$ cat config.mk
export PLATFORM = sky130hd
export DESIGN_NAME = form_urlencoded_query_decoder_unit
export DESIGN_NICKNAME = d
export VERILOG_FILES = /design/src/sv/fuqd_pkg.sv /design/src/sv/fuqd_front.sv /design/src/sv/fuqd_queue.sv /design/src/sv/fuqd_back.sv /design/src/sv/form_urlencoded_query_decoder_unit.sv
export SDC_FILE = /design/constraint.sdc
export NUM_CORES = 1
export LEC_CHECK = 0
export BUFFER_PORTS_ARGS = -buffer_cell sky130_fd_sc_hd__buf_2
export CAP_MARGIN = 20
export CORE_MARGIN = 5
export CORE_UTILIZATION = 42
export CTS_CLUSTER_SIZE = 24
export DETAILED_ROUTE_END_ITERATION = 7
export GPL_ROUTABILITY_DRIVEN = 0
export HOLD_SLACK_MARGIN = 0.12
export RECOVER_POWER = 100
export SLEW_MARGIN = 30
export SYNTH_ARGS = -nofsm -noshare
export SYNTH_HDL_FRONTEND = slang
export SYNTH_SLANG_ARGS = --single-unit
$ cat constraint.sdc
create_clock -name clk_i -period 6.1 [get_ports clk_i]
set_clock_uncertainty 0.2 [all_clocks]
set_input_delay 0.61 -clock clk_i [delete_from_list [all_inputs] [get_ports clk_i]]
set_output_delay 0.61 -clock clk_i [all_outputs]
set_load 0.1 [all_outputs]
$ cat src/sv/fuqd_pkg.sv
// shared types, character codes and helpers for the form-urlencoded query decoder
// used by the front, queue, back and top-level modules; no dependencies
`default_nettype none

package fuqd_pkg;

  // raw character codes
  localparam logic [7:0] CH_NUL   = 8'h00;
  localparam logic [7:0] CH_SPACE = 8'h20;
  localparam logic [7:0] CH_PCT   = 8'h25;
  localparam logic [7:0] CH_AMP   = 8'h26;
  localparam logic [7:0] CH_PLUS  = 8'h2B;
  localparam logic [7:0] CH_ZERO  = 8'h30;
  localparam logic [7:0] CH_EQ    = 8'h3D;
  localparam logic [7:0] CH_UA    = 8'h41;
  localparam logic [7:0] CH_LA    = 8'h61;
  localparam logic [7:0] HEX_LETTERS = 8'd6;
  localparam logic [7:0] DEC_DIGITS  = 8'd10;

  // results per input item and queue sizing
  localparam int unsigned MAX_RES     = 4;
  localparam int unsigned RES_IDX_W   = 2;
  localparam int unsigned QUEUE_DEPTH = 4;
  localparam int unsigned QPTR_W      = 2;
  localparam int unsigned QCNT_W      = 3;

  typedef enum logic [1:0] {
    KIND_NAME  = 2'd0,
    KIND_VALUE = 2'd1,
    KIND_END   = 2'd2
  } kind_e;

  typedef enum logic [1:0] {
    ESC_NONE  = 2'd0,
    ESC_PCT   = 2'd1,
    ESC_DIGIT = 2'd2
  } esc_e;

  typedef struct packed {
    logic [7:0] data;
    kind_e      kind;
    logic       has_value;
    logic       query_end;
  } entry_t;

  // results of one input item; last_idx is the index of the final entry
  typedef struct packed {
    logic [RES_IDX_W-1:0]  last_idx;
    entry_t [MAX_RES-1:0]  ent;
  } pkt_t;

  typedef struct packed {
    logic empty;
    logic full;
  } qstat_t;

  function automatic entry_t mk_entry(input logic [7:0] data, input kind_e kind,
                                      input logic has_value, input logic query_end);
    entry_t e;
    e.data      = data;
    e.kind      = kind;
    e.has_value = has_value;
    e.query_end = query_end;
    return e;
  endfunction

  function automatic logic is_hex(input logic [7:0] c);
    logic r;
    r = (c >= CH_ZERO && c < CH_ZERO + DEC_DIGITS) ||
        (c >= CH_UA && c < CH_UA + HEX_LETTERS) ||
        (c >= CH_LA && c < CH_LA + HEX_LETTERS);
    return r;
  endfunction

  // valid for hex characters only: letters have bit 6 set and low nibble 1..6
  function automatic logic [3:0] hex_nibble(input logic [7:0] c);
    logic [3:0] r;
    r = c[6] ? (c[3:0] + 4'd9) : c[3:0];
    return r;
  endfunction

endpackage

`default_nettype wire

$ cat src/sv/fuqd_front.sv
// front end: accepts raw query bytes, tracks escape and name/value state
// and builds the packet of results for each byte; uses fuqd_pkg
`default_nettype none

module fuqd_front
  import fuqd_pkg::*;
(
  input  wire logic       clk_i,
  input  wire logic       rst_ni,
  input  wire logic       in_valid_i,
  input  wire logic [7:0] in_byte_i,
  input  wire logic       in_carries_i,
  input  wire logic       in_last_i,
  output logic            in_ready_o,
  input  wire qstat_t     qstat_i,
  output logic            push_o,
  output pkt_t            pkt_o
);

  esc_e       esc_q, esc_d;
  logic [7:0] held_q, held_d;
  logic       seen_q, seen_d;
  logic       started_q, started_d;

  logic                 accept;
  entry_t [MAX_RES-1:0] ent_v;
  logic [RES_IDX_W:0]   n_v;

  assign in_ready_o = !qstat_i.full;
  assign accept     = in_valid_i && !qstat_i.full;

  always_comb begin
    logic   zero_end;
    kind_e  dkind;
    ent_v     = '0;
    n_v       = '0;
    dkind     = KIND_NAME;
    esc_d     = esc_q;
    held_d    = held_q;
    seen_d    = seen_q;
    started_d = started_q;
    zero_end  = in_carries_i && (in_byte_i == CH_NUL);

    if (in_carries_i && !zero_end) begin
      started_d = 1'b1;
      dkind = seen_d ? KIND_VALUE : KIND_NAME;
      if (esc_d == ESC_PCT && is_hex(in_byte_i)) begin
        held_d = in_byte_i;
        esc_d  = ESC_DIGIT;
      end else if (esc_d == ESC_DIGIT && is_hex(in_byte_i)) begin
        ent_v[n_v[RES_IDX_W-1:0]] =
          mk_entry({hex_nibble(held_d), hex_nibble(in_byte_i)}, dkind, 1'b0, 1'b0);
        n_v    = n_v + 1'b1;
        esc_d  = ESC_NONE;
        held_d = '0;
      end else begin
        // broken escape goes out literally
        case (esc_d)
          ESC_PCT: begin
            ent_v[n_v[RES_IDX_W-1:0]] = mk_entry(CH_PCT, dkind, 1'b0, 1'b0);
            n_v = n_v + 1'b1;
          end
          ESC_DIGIT: begin
            ent_v[n_v[RES_IDX_W-1:0]] = mk_entry(CH_PCT, dkind, 1'b0, 1'b0);
            n_v = n_v + 1'b1;
            ent_v[n_v[RES_IDX_W-1:0]] = mk_entry(held_d, dkind, 1'b0, 1'b0);
            n_v = n_v + 1'b1;
          end
          default: ;
        endcase
        esc_d  = ESC_NONE;
        held_d = '0;
        if (in_byte_i == CH_PCT) begin
          esc_d = ESC_PCT;
        end else if (in_byte_i == CH_PLUS) begin
          ent_v[n_v[RES_IDX_W-1:0]] = mk_entry(CH_SPACE, dkind, 1'b0, 1'b0);
          n_v = n_v + 1'b1;
        end else if (in_byte_i == CH_AMP) begin
          ent_v[n_v[RES_IDX_W-1:0]] = mk_entry(CH_NUL, KIND_END, seen_d, 1'b0);
          n_v    = n_v + 1'b1;
          seen_d = 1'b0;
        end else if (in_byte_i == CH_EQ && !seen_d) begin
          seen_d = 1'b1;
        end else begin
          ent_v[n_v[RES_IDX_W-1:0]] = mk_entry(in_byte_i, dkind, 1'b0, 1'b0);
          n_v = n_v + 1'b1;
        end
      end
    end

    if (zero_end || in_last_i) begin
      if (started_d) begin
        dkind = seen_d ? KIND_VALUE : KIND_NAME;
        case (esc_d)
          ESC_PCT: begin
            ent_v[n_v[RES_IDX_W-1:0]] = mk_entry(CH_PCT, dkind, 1'b0, 1'b0);
            n_v = n_v + 1'b1;
          end
          ESC_DIGIT: begin
            ent_v[n_v[RES_IDX_W-1:0]] = mk_entry(CH_PCT, dkind, 1'b0, 1'b0);
            n_v = n_v + 1'b1;
            ent_v[n_v[RES_IDX_W-1:0]] = mk_entry(held_d, dkind, 1'b0, 1'b0);
            n_v = n_v + 1'b1;
          end
          default: ;
        endcase
        ent_v[n_v[RES_IDX_W-1:0]] = mk_entry(CH_NUL, KIND_END, seen_d, 1'b1);
        n_v = n_v + 1'b1;
      end
      esc_d     = ESC_NONE;
      held_d    = '0;
      seen_d    = 1'b0;
      started_d = 1'b0;
    end
  end

  assign push_o       = accept && (n_v != '0);
  assign pkt_o.ent    = ent_v;
  assign pkt_o.last_idx = RES_IDX_W'(n_v - 1'b1);

  always_ff @(posedge clk_i or negedge rst_ni) begin
    if (!rst_ni) begin
      esc_q     <= ESC_NONE;
      held_q    <= '0;
      seen_q    <= 1'b0;
      started_q <= 1'b0;
    end else if (accept) begin
      esc_q     <= esc_d;
      held_q    <= held_d;
      seen_q    <= seen_d;
      started_q <= started_d;
    end
  end

endmodule

`default_nettype wire

$ cat src/sv/fuqd_queue.sv
// short packet queue between the front end and the output sequencer
// uses pkt_t and qstat_t from fuqd_pkg
`default_nettype none

module fuqd_queue
  import fuqd_pkg::*;
(
  input  wire logic  clk_i,
  input  wire logic  rst_ni,
  input  wire logic  push_i,
  input  wire pkt_t  pkt_i,
  input  wire logic  pop_i,
  output pkt_t       head_o,
  output qstat_t     qstat_o,
  output logic [QCNT_W-1:0] count_o
);

  pkt_t              mem_q [QUEUE_DEPTH];
  logic [QPTR_W-1:0] wr_q, wr_d, rd_q, rd_d;
  logic [QCNT_W-1:0] cnt_q, cnt_d;
  logic              do_push, do_pop;

  assign qstat_o.empty = (cnt_q == '0);
  assign qstat_o.full  = (cnt_q == QCNT_W'(QUEUE_DEPTH));
  assign do_push = push_i && !qstat_o.full;
  assign do_pop  = pop_i && !qstat_o.empty;
  assign head_o  = mem_q[rd_q];
  assign count_o = cnt_q;

  always_comb begin
    wr_d  = do_push ? wr_q + 1'b1 : wr_q;
    rd_d  = do_pop  ? rd_q + 1'b1 : rd_q;
    cnt_d = cnt_q;
    if (do_push && !do_pop) begin
      cnt_d = cnt_q + 1'b1;
    end else if (do_pop && !do_push) begin
      cnt_d = cnt_q - 1'b1;
    end
  end

  always_ff @(posedge clk_i) begin
    if (do_push) begin
      mem_q[wr_q] <= pkt_i;
    end
  end

  always_ff @(posedge clk_i or negedge rst_ni) begin
    if (!rst_ni) begin
      wr_q  <= '0;
      rd_q  <= '0;
      cnt_q <= '0;
    end else begin
      wr_q  <= wr_d;
      rd_q  <= rd_d;
      cnt_q <= cnt_d;
    end
  end

endmodule

`default_nettype wire

$ cat src/sv/fuqd_back.sv
// back end: walks the head packet one result per transfer and marks its last one
// uses pkt_t, qstat_t and entry_t from fuqd_pkg
`default_nettype none

module fuqd_back
  import fuqd_pkg::*;
(
  input  wire logic   clk_i,
  input  wire logic   rst_ni,
  input  wire pkt_t   head_i,
  input  wire qstat_t qstat_i,
  output logic        pop_o,
  output logic        out_valid_o,
  input  wire logic   out_ready_i,
  output entry_t      out_ent_o,
  output logic        out_last_o
);

  logic [RES_IDX_W-1:0] idx_q, idx_d;
  logic                 xfer;

  assign out_valid_o = !qstat_i.empty;
  assign out_ent_o   = head_i.ent[idx_q];
  assign out_last_o  = (idx_q == head_i.last_idx);
  assign xfer        = out_valid_o && out_ready_i;
  assign pop_o       = xfer && out_last_o;

  always_comb begin
    idx_d = idx_q;
    if (xfer) begin
      idx_d = out_last_o ? '0 : idx_q + 1'b1;
    end
  end

  always_ff @(posedge clk_i or negedge rst_ni) begin
    if (!rst_ni) begin
      idx_q <= '0;
    end else begin
      idx_q <= idx_d;
    end
  end

endmodule

`default_nettype wire

$ cat src/sv/form_urlencoded_query_decoder_unit.sv
// form-urlencoded query decoder: front end, packet queue, output sequencer
// results of a byte are registered in the packet queue when it is accepted and leave from the queue head
// throughput: one input byte per cycle while the four-packet queue has room;
// one result per cycle out while m_axis_tready is high, so a byte causing k results takes k output transfers
// reset: asynchronous, clears escape/name state, queue pointers and sequencer index
`default_nettype none

module form_urlencoded_query_decoder_unit
  import fuqd_pkg::*;
(
  input  wire logic        clk_i,
  input  wire logic        rst_ni,
  input  wire logic        s_axis_tvalid,
  output logic             s_axis_tready,
  input  wire logic [7:0]  s_axis_tdata,   // [7:0] in_byte
  input  wire logic        s_axis_tuser,   // [0] carries_byte
  input  wire logic        s_axis_tlast,   // is_last
  output logic             m_axis_tvalid,
  input  wire logic        m_axis_tready,
  output logic [15:0]      m_axis_tdata,   // [7:0] out_byte, [8] has_value, [9] query_end
  output logic [1:0]       m_axis_tuser,   // [1:0] kind
  output logic             m_axis_tlast    // run_last
);

  qstat_t            qstat;
  pkt_t              push_pkt, head_pkt;
  logic              push, pop;
  entry_t            out_ent;
  logic [QCNT_W-1:0] q_count;

  fuqd_front u_front (
    .clk_i        (clk_i),
    .rst_ni       (rst_ni),
    .in_valid_i   (s_axis_tvalid),
    .in_byte_i    (s_axis_tdata),
    .in_carries_i (s_axis_tuser),
    .in_last_i    (s_axis_tlast),
    .in_ready_o   (s_axis_tready),
    .qstat_i      (qstat),
    .push_o       (push),
    .pkt_o        (push_pkt)
  );

  fuqd_queue u_queue (
    .clk_i   (clk_i),
    .rst_ni  (rst_ni),
    .push_i  (push),
    .pkt_i   (push_pkt),
    .pop_i   (pop),
    .head_o  (head_pkt),
    .qstat_o (qstat),
    .count_o (q_count)
  );

  fuqd_back u_back (
    .clk_i       (clk_i),
    .rst_ni      (rst_ni),
    .head_i      (head_pkt),
    .qstat_i     (qstat),
    .pop_o       (pop),
    .out_valid_o (m_axis_tvalid),
    .out_ready_i (m_axis_tready),
    .out_ent_o   (out_ent),
    .out_last_o  (m_axis_tlast)
  );

  assign m_axis_tdata = {6'b0, out_ent.query_end, out_ent.has_value, out_ent.data};
  assign m_axis_tuser = out_ent.kind;

  // the final parameter end is always the last result of its byte
  a_qend_last: assert property (@(posedge clk_i) disable iff (!rst_ni)
    (m_axis_tvalid && m_axis_tdata[9]) |-> (m_axis_tlast && m_axis_tuser == KIND_END))
    else $error("query end not on last result");

  // data bytes never carry parameter-end flags
  a_data_flags: assert property (@(posedge clk_i) disable iff (!rst_ni)
    (m_axis_tvalid && m_axis_tuser != KIND_END) |-> (m_axis_tdata[9:8] == 2'b00))
    else $error("flags set on data result");

  // parameter ends carry a zero byte
  a_end_zero: assert property (@(posedge clk_i) disable iff (!rst_ni)
    (m_axis_tvalid && m_axis_tuser == KIND_END) |-> (m_axis_tdata[7:0] == 8'h00))
    else $error("nonzero byte on parameter end");

  // queue never overfills and ready tracks its room
  a_queue_room: assert property (@(posedge clk_i) disable iff (!rst_ni)
    (q_count <= QCNT_W'(QUEUE_DEPTH)) && (s_axis_tready == (q_count != QCNT_W'(QUEUE_DEPTH))))
    else $error("queue occupancy out of range");

endmodule

`default_nettype wire
==> metrics.md, run 1 <==
| Metric | Value |
|---|---|
| Status | `finished with violations` |
| Violated checks | `capacitance limit, slew limit` |
| Synthesized cell area | `10900 um2` |
| TNS Setup | `0 ns` |
| Antenna violations before repair | `0` |
| Crit path launch | `u_front.esc_q[1]` |
| Most common cell after layout, fill and taps aside | `edfxtp_1` |
| Setup CP Type | `flop to flop` |
| Slew margin rel. | `-25.9%` |
| Setup-failing EPs final | `0` |
| Final instance area | `12100 um2` |
| Most frequent cells in the layout | `edfxtp_1, nand2_1, mux4_2, nor2_1, o21ai_0` |
| Die area | `29300 um2` |
| Die Y | `171 um` |
| TritonCTS Buffers | `23` |
| Hold path start | `m_axis_tready` |
| Vias in the first global route | `6860` |
| Worst r2r src | `u_front.esc_q[1]` |
| CTS sink cnt | `221` |
| DR vias | `6880` |
| Leak | `4.13 nW` |
| Effective utilization at floorplan | `42.2%` |
| Top achievable clock speed | `179 MHz` |
| Max Cap Viol | `1` |
| Detailed Place HPWL | `17800 um` |
| Tot Pwr | `0.00538 W` |
| Port bufs | `28` |
| Final worst path period share | `91.7%` |
| Slowest cell on crit path | `ha_1` |
| Warning count from the yosys run | `0` |
| CP Launch Type | `flop` |
| Largest net degree at the start of global routing | `52` |
| Hold Crit Class | `input pin to flop` |
| Top cells by area, synth | `edfxtp_1, mux4_2, dfrtp_1, ha_1, nand2_1` |
| Max Slew Vio Count | `31` |
| Worst-Margin Slew | `1.89 ns` |
| DR vias/cell | `5.99` |
| ANT cells | `0` |
| Layout cells sized above 1 | `19.2%` |
| Worst-path fanout max | `24` |
| Placed Area | `11500 um2` |
| Syn Area/Cell | `14.2 um2` |
| Routed WL per cell | `22.4 um` |
| Final hold vios | `0` |
| Worst EP required | `6.04 ns` |
| VDD IR max | `0.344 mV` |
| Clk root buf | `clkbuf_16` |
| Core area | `25800 um2` |
| # H-tree levels | `1` |
| FF+latch count, synth | `221` |
| Biggest area consumer among synthesized cells | `edfxtp_1` |
| Grt ovf | `0` |
| CTS tree | `built` |
| Clock buffer depth | `3` |
| Kind of end point of the critical path | `flop` |
| Post-synthesis cell count | `768` |
| DRT Pass-1 Iters | `5` |
| Pwr dens | `444 nW/um2` |
| Min Tclk post-route | `5.59 ns` |
| Layout area overhead | `11.1%` |
| Antenna viol nets, final | `0` |
| FF/Latch Area | `6530 um2` |
| Cell variety after synth | `75` |
| Area of the multi-input gates | `4030 um2` |
| Slowest stage delay, CP | `0.63 ns` |
| Routed wire length | `25700 um` |
| Total track usage | `17.6%` |
| Number of synthesized flops with an enable pin | `200` |
| Width of the die | `171 um` |
| Cell row count | `59` |
| Nets | `839` |
| Post-synth ARST share | `9.50%` |
| Clk_lat worst skew | `0.49 ns` |
| 1st-iter DRT viols | `726` |
| I/O pin total | `35` |
| Post-synth top area share | `55.1%` |
| # fillers | `2306` |
| Clock input transition at the sequential cells of the worst setup and hold paths | `0.06 ns` |
| DRC Markers | `0` |
| Top FF cell, synth | `edfxtp_1` |
| Unrepaired setup endpoints after global routing | `false` |
| Seq/Total Area, Yosys | `59.9%` |
| CP cell instances | `inv_1 > ha_1 > inv_1 > nand2_1 > a21oi_1 > a22oi_1 > inv_1 > ha_1 > clkbuf_1 > a21o_1 > ha_1 > buf_4 > nor3b_2 > o211ai_1 > mux2_4 > o211ai_4 > and2_2 > clkbuf_4` |
| Global-route wire length before repair | `40000 um` |
| Crit path DAT | `5.53 ns` |
-- power by group --
group          switching (W)  total [W]  internal, W
Combinational        0.00139    0.00205     0.000664
Clock               0.000532    0.00131     0.000774
Sequential          0.000141    0.00202      0.00188
Total                0.00206    0.00538      0.00332
-- cells by family (layout without fill, tap and decap cells) --
group,count (synthesis),after routing,synth area share [%]
and+or+nand+nor,197,197,9.28
other,1,6,0.0344
AOI/OAI and AO/OA,165,165,10.2
buffers and inverters,79,120,3.10
xor gates and xnor gates,11,11,0.884
DFF,221,221,59.9
muxes,68,68,13.5
adders and majority gates,26,26,3.05
-- flip-flops by register name (all words and copies together) (netlist names) --
name and count:
u_queue.mem_q 200, u_front.held_q 8, u_queue.count_o 3, u_back.idx_q 2, u_front.esc_q 2, u_queue.rd_q 2, u_queue.wr_q 2, u_front.seen_q 1
u_front.started_q 1
-- metal layers --
metal	up-vias	share of wire, %	GRT usage [%]
met1	3520	46	25.9
met5	-	0	0
li1	3076	-	-
met3	30	6.0	2.66
met2	254	46	28.0
met4	0	1.7	3.79
-- cell type report --
cell class / instances / area share (%)
flip-flops and latches: 221 / 54.0
multi-input cells: 473 / 33.3
clock buffers: 29 / 4.94
well taps: 335 / 3.46
repair buffers: 52 / 2.58
inverters: 28 / 0.868
clock inverters: 11 / 0.848
-- per-stage QoR --
stage / util [%] / setup WS, ns / instances / hold WS (ns)
floorplan: - / 0.269 / 773 / 0.114
CTS: 47.3 / 0.688 / 1149 / 0.210
finish: 46.8 / 0.506 / 1149 / 0.230
global route: 46.8 / 0.120 / 1149 / 0.229
global placement: 44.5 / 0.283 / 1108 / 0.293
detailed placement: 44.5 / 0.195 / 1108 / 0.299
-- synth_stat cells, types with 3 or more instances --
| cell type | count |
|---|---|
| buf_2 | 3 |
| nand2b_1 | 3 |
| mux4_2 | 62 |
| clkbuf_1 | 32 |
| and3_1 | 7 |
| a31oi_1 | 6 |
| or3_1 | 6 |
| nand3b_1 | 4 |
| a21oi_1 | 26 |
| o21a_1 | 5 |
| buf_4 | 6 |
| a32oi_1 | 5 |
| nor2b_1 | 9 |
| edfxtp_1 | 200 |
| o21ai_0 | 38 |
| and2_1 | 10 |
| nand4_1 | 8 |
| buf_1 | 8 |
| o211ai_1 | 6 |
| nor2_1 | 41 |
| xnor2_1 | 6 |
| nand3_1 | 22 |
| o2111ai_1 | 3 |
| nor3_1 | 8 |
| xor2_1 | 5 |
| dfrtp_1 | 21 |
| and3b_1 | 3 |
| a22oi_1 | 10 |
| a21o_1 | 6 |
| ha_1 | 25 |
| nand2_1 | 62 |
| a2bb2oi_1 | 3 |
| o22ai_1 | 22 |
| o31ai_1 | 5 |
| a22o_1 | 4 |
| inv_1 | 27 |
-- worst max-delay path, delay by kind of cell (launching register included) --
| family | cells | cell delay [ns] |
|---|---|---|
| mux | 1 | 0.29 |
| buf+inv | 6 | 1.52 |
| simple gates | 3 | 0.63 |
| flops | 1 | 0.37 |
| compound gates | 5 | 1.03 |
| fa+ha+maj | 3 | 1.16 |
-- what timing repair did --
action                    CTS  global route
buffers inserted            0             0
hold endpoints to repair   21             0
hold buffers                1             0
resized for setup           0             0
-- path summary, 6_finish.rpt --
check / cells after the start / slack, ns / to
worst max register to register: 18 / 0.51 / u_queue.mem_q[1][28]
worst min register to register: 1 / 0.30 / u_queue.count_o[2]
worst min-delay path: 3 / 0.23 / u_queue.rd_q[1]
max in group asynchronous: 2 / 4.14 / u_queue.rd_q[1]
min in group asynchronous: 2 / 0.73 / u_back.idx_q[1]
worst max-delay path: 18 / 0.51 / u_queue.mem_q[1][28]
Power figures use the tool's default switching activity.
==> inputs of run 2 (changes only) <==
- BUFFER_PORTS_ARGS: -buffer_cell sky130_fd_sc_hd__buf_2 -> not set
- CTS_BUF_LIST: not set -> sky130_fd_sc_hd__clkbuf_4 sky130_fd_sc_hd__clkbuf_8
- DONT_BUFFER_PORTS: not set -> 1
- GPL_ROUTABILITY_DRIVEN: 0 -> 1
==> run 2 against run 1 <==
Compared with the run above: the run still ends with capacitance limit, slew limit left; flip-flop and latch count did not move; critical path depth unchanged; combinational power fell by 2%; worst setup slack gained 0.025 ns; critical path type is now input pin to flop.
==> metrics.md, run 2 (same netlist as run 1, synthesis figures left out) <==
| Metric | Value |
|---|---|
| Cell row count | `59` |
| Effective utilization at floorplan | `42.2%` |
| Max Cap Viol | `1` |
| Clk_lat worst skew | `0.53 ns` |
| Most common cell after layout, fill and taps aside | `edfxtp_1` |
| # fillers | `2290` |
| Clock buffer depth | `3` |
| Most frequent cells in the layout | `edfxtp_1, nand2_1, mux4_2, nor2_1, o21ai_0` |
| Worst-path fanout max | `24` |
| Area of the multi-input gates | `4040 um2` |
| Unrepaired setup endpoints after global routing | `false` |
| Detailed Place HPWL | `19300 um` |
| Crit path DAT | `5.58 ns` |
| TritonCTS Buffers | `37` |
| ANT cells | `0` |
| Worst-Margin Slew | `1.70 ns` |
| VDD IR max | `0.374 mV` |
| Vias in the first global route | `6877` |
| Final instance area | `12100 um2` |
| Hold WS | `0.141 ns` |
| DR vias | `6907` |
| Largest net degree at the start of global routing | `51` |
| Grt ovf | `0` |
| Layout cells sized above 1 | `19.9%` |
| Clock input transition at the sequential cells of the worst setup and hold paths | `0.06 ns` |
| CP Depth | `18` |
| Violated checks | `capacitance limit, slew limit` |
| Slowest stage delay, CP | `0.69 ns` |
| Setup CP Type | `input pin to flop` |
| Layout area overhead | `10.9%` |
| Top achievable clock speed | `180 MHz` |
| Antenna violations before repair | `0` |
| Total track usage | `19.5%` |
| Met1 Use GR | `28.3%` |
| Routed WL per cell | `24.3 um` |
| CTS sink cnt | `221` |
| CP Launch Type | `input pin` |
| R2R depth | `16` |
| Min Tclk post-route | `5.57 ns` |
| GP Congestion | `0.944` |
| GRT busiest layer | `met2` |
| Worst EP required | `6.11 ns` |
| DR vias/cell | `5.97` |
| Pwr dens | `438 nW/um2` |
| CP cell instances | `inv_1 > ha_1 > nor3b_1 > o21a_1 > nor3_1 > a21oi_2 > a22oi_1 > inv_1 > ha_1 > clkinv_1 > a31oi_1 > inv_1 > ha_1 > or3_1 > mux2_4 > o211ai_4 > and2_1 > buf_12` |
| DRT Pass-1 Iters | `7` |
| Placed Area | `11400 um2` |
| Hold Crit Depth | `2` |
| Die area | `29300 um2` |
| CTS tree | `built` |
| # H-tree levels | `2` |
| 1st-iter DRT viols | `811` |
| FF/Latch Area | `6530 um2` |
| Routed wire length | `28100 um` |
| Final hold vios | `0` |
| Nets | `832` |
| Delay-heaviest family, CP | `simple AND/OR/NAND/NOR gates` |
| Slew margin rel. | `-13.4%` |
| GR Util met2 | `30.6%` |
| CP bufs+invs | `5` |
| Met3 Track Usage GR | `3.23%` |
| CTS resizes | `0` |
| I/O pin total | `35` |
| Max Slew Vio Count | `29` |
| Max reg flops | `200` |
| Leak | `4.10 nW` |
| Core area | `25800 um2` |
| Status | `finished with violations` |
| Global-route wire length before repair | `43200 um` |
| Die Y | `171 um` |
| Final worst path period share | `91.3%` |
| Clk root buf | `clkbuf_8` |
| Setup-failing EPs final | `0` |
| Width of the die | `171 um` |
| Port bufs | `0` |
| TNS Setup | `0 ns` |
| Hold Crit Class | `input pin to flop` |
| Biggest register | `u_queue.mem_q` |
| Kind of end point of the critical path | `flop` |
| Slowest cell on crit path | `and2_1` |
| Antenna viol nets, final | `0` |
| DRC Markers | `0` |
[run 2: changes by cell type in the layout (fill, tap and decap cells not counted), sizes merged]
| cell | before | now |
|---|---|---|
| clkbuf | 50 | 57 |
| clkinvlp | 0 | 1 |
| dlygate4sd3 | 1 | 4 |
| buf | 30 | 18 |
| clkinv | 10 | 17 |
| bufinv | 2 | 1 |
| inv | 27 | 29 |
[run 2: cell type report]
| cell class | count | share of cell area, % |
|---|---|---|
| timing repair buffer | 31 | 2.22 |
| multi-input combinational | 473 | 33.4 |
| inverter | 28 | 0.870 |
| clock buffer | 48 | 4.95 |
| clock inverter | 20 | 1.00 |
| tap | 335 | 3.47 |
| sequential | 221 | 54.1 |
[run 2: power breakdown]
part           switching, W  internal [W]
clock              0.000581      0.000690
combinational       0.00137      0.000630
sequential         0.000146       0.00188
[run 2: final timing paths]
| path | startpoint | to | slack, ns |
|---|---|---|---|
| min in group asynchronous | rst_ni | u_queue.rd_q[1] | 0.74 |
| min reg2reg | u_queue.count_o[2] | u_queue.count_o[2] | 0.30 |
| max | s_axis_tdata[1] | u_queue.mem_q[1][32] | 0.53 |
| max reg2reg | u_front.seen_q | u_queue.mem_q[1][32] | 0.67 |
| min | m_axis_tready | u_queue.rd_q[0] | 0.14 |
| max in group asynchronous | rst_ni | u_back.idx_q[1] | 4.04 |
[run 2: worst register-to-register path, cell delays in order (launching register included)]
cell and delay [ns]:
dfrtp_1 0.37, and3b_1 0.18, o2111ai_1 0.38, and2_4 0.25
nor2_1 0.05, o21ai_0 0.67, inv_1 0.21, ha_1 0.27
o21ai_0 0.20, a21oi_1 0.09, a21o_1 0.20, ha_1 0.20
or3_1 0.43, mux2_4 0.29, o211ai_4 0.13, and2_1 0.69
buf_12 0.29
[run 2: timing repair]
item,CTS,global route
buffers inserted,0,0
setup endpoints to repair,0,0
hold endpoints to repair,23,0
hold buffers,5,0
[run 2: metrics by stage]
stage	std cells	util, %	total power (W)	worst slack, ns
2_1_floorplan	773	-	0.00373	0.269
3_3_place_gp	1083	44.1	0.00407	0.403
3_5_place_dp	1083	44.1	0.00411	0.206
4_1_cts	1156	47.1	0.00540	0.736
5_1_grt	1156	46.8	0.00557	0.114
6_report	1156	46.8	0.00530	0.532
[run 2: routing by layer]
layer	wire, um	vias to the layer above	share of wire (%)
met1	12200	3515	44
li1	-	3061	-
met2	13300	277	47
met4	706	0	2.5
met5	0	-	0
met3	1820	54	6.5
==> inputs of run 3 (changes only) <==
- CORE_ASPECT_RATIO: not set -> 1.2
==> run 3 against run 2 <==
Compared with the run above: routed wire length decreased by 1.4%; non-clock buffer count down 1; count of clock-buffer cells in the layout decreased by 2; total power down 0.74%; fmax decreased by 1.2%; largest power group unchanged; worst hold slack better by 0.015 ns; the run now ends clean; via count grew 0.51%; largest cell class unchanged; sequential power hardly changed; first-iteration DRC count shrank 14%; highest routed layer unchanged.
==> metrics.md, run 3 (same netlist as run 1, synthesis figures left out) <==
| Metric | Value |
|---|---|
| Core area | `25500 um2` |
| Max reg flops | `200` |
| Pwr dens | `437 nW/um2` |
| Effective utilization at floorplan | `42.7%` |
| Kind of end point of the critical path | `flop` |
| Worst-path fanout max | `50` |
| VDD IR max | `0.226 mV` |
| Most common cell after layout, fill and taps aside | `edfxtp_1` |
| Grt ovf | `0` |
| Slew margin rel. | `6.68%` |
| Worst r2r src | `u_front.esc_q[0]` |
| Final Core Density | `47.1%` |
| GP Congestion | `0.977` |
| Clock input transition at the sequential cells of the worst setup and hold paths | `0.06 ns` |
| Biggest register | `u_queue.mem_q` |
| Unrepaired setup endpoints after global routing | `false` |
| Area of the multi-input gates | `4040 um2` |
| Routed WL per cell | `24.1 um` |
| Antenna violations before repair | `0` |
| Clk_lat worst skew | `0.52 ns` |
| Global-route wire length before repair | `42900 um` |
| Crit path DAT | `5.58 ns` |
| Setup bufs post-CTS | `0` |
| Port bufs | `0` |
| DRC Markers | `0` |
| R2R depth | `18` |
| Die area | `29300 um2` |
| DR vias | `6942` |
| CTS tree | `built` |
| Max Slew Vio Count | `0` |
| # H-tree levels | `2` |
| Min Tclk post-route | `5.64 ns` |
| Reg2Reg Capture Point | `u_queue.mem_q[2][8]` |
| Max Cap Viol | `0` |
| Setup CP Type | `flop to flop` |
| 1st-iter DRT viols | `701` |
| Final worst path period share | `92.4%` |
| Antenna viol nets, final | `0` |
| Status | `finished, final reports clean` |
| Vias in the first global route | `7210` |
| Worst EP required | `6.04 ns` |
| FF/Latch Area | `6530 um2` |
| CTS sink cnt | `221` |
| Largest net degree at the start of global routing | `51` |
| Die Y | `186 um` |
| Internal reg-to-reg setup slack | `0.46 ns` |
| Layout area overhead | `10.5%` |
| Top achievable clock speed | `177 MHz` |
| Total track usage | `19.1%` |
| TNS Setup | `0 ns` |
| TritonCTS Buffers | `37` |
| Crit path launch | `u_front.esc_q[0]` |
| Clk root buf | `clkbuf_8` |
| Nets | `831` |
| ANT cells | `0` |
| Worst-Margin Slew | `1.40 ns` |
| Most frequent cells in the layout | `edfxtp_1, nand2_1, mux4_2, nor2_1, o21ai_0` |
| Crit path to | `u_queue.mem_q[2][8]` |
| CP Launch Type | `flop` |
| Detailed Place HPWL | `19100 um` |
| # fillers | `2234` |
| Layout cells sized above 1 | `19.9%` |
| Routed wire length | `27700 um` |
| Clock buffer depth | `3` |
| Cell row count | `64` |
| DRT Pass-1 Iters | `5` |
| Hold Crit Class | `input pin to flop` |
| DR vias/cell | `6.06` |
| I/O pin total | `35` |
| Width of the die | `157 um` |
| Final hold vios | `0` |
| Leak | `4.07 nW` |
| Setup-failing EPs final | `0` |
run 3: timing repair:
action,4_1_cts,5_1_grt
resized for setup,0,0
hold buffers,5,0
endpoints found under the hold margin,24,0
run 3: worst max-delay path, stage by stage (launching register included):
cell	delay (ns)
dfrtp_1	0.40
ha_1	0.49
inv_1	0.28
nand2_1	0.09
a21oi_2	0.39
nand2_1	0.09
a22oi_1	0.17
clkbuf_1	0.25
inv_1	0.14
ha_1	0.24
o21ai_0	0.25
a21oi_1	0.10
a21o_1	0.20
ha_1	0.21
or3_1	0.43
mux2_4	0.30
o211ai_4	0.12
and2_2	0.18
clkbuf_4	0.64
run 3: stage by stage:
step | instance area [um2] | hold slack, ns | std cells | worst slack (ns) | total power, W
CTS | 12100 | 0.141 | 1146 | 0.691 | 0.00536
floorplan | 10900 | 0.114 | 773 | 0.269 | 0.00373
global placement | 11300 | 0.115 | 1077 | 0.752 | 0.00407
detailed placement | 11300 | 0.115 | 1077 | 0.505 | 0.00410
global route | 12000 | 0.151 | 1146 | 0.147 | 0.00551
finish | 12000 | 0.156 | 1146 | 0.462 | 0.00526
run 3: final cells by class:
cell class                 instances  share of cell area (%)
sequential                       221                    54.3
clock inverter                    18                   0.925
inverter                          28                   0.873
multi-input combinational        473                    33.6
clock buffer                      46                    4.84
tap                              330                    3.43
timing repair buffer              30                    2.10
run 3: how the worst min path moves through the flow:
stage / from / end / slack, ns / depth (start not counted)
floorplan: rst_ni / u_back.idx_q[0] / 0.11 / 0
global placement: rst_ni / u_back.idx_q[1] / 0.12 / 0
detailed placement: rst_ni / u_queue.rd_q[1] / 0.12 / 0
CTS: m_axis_tready / u_back.idx_q[0] / 0.14 / 2
global route: m_axis_tready / u_back.idx_q[0] / 0.15 / 2
finish: m_axis_tready / u_back.idx_q[0] / 0.16 / 2
run 3: per-layer routing:
metal	vias up	GRT usage (%)	wire [um]	share of wire (%)
li1	3058	-	-	-
met1	3547	26.4	11600	42
met3	70	3.27	1720	6.2
met2	267	30.4	13300	48
met4	0	6.92	993	3.6
met5	-	0	0	0
run 3: where the power goes:
part	switching (W)	internal [W]
logic	0.00136	0.000628
registers	0.000158	0.00188
clock network	0.000564	0.000670
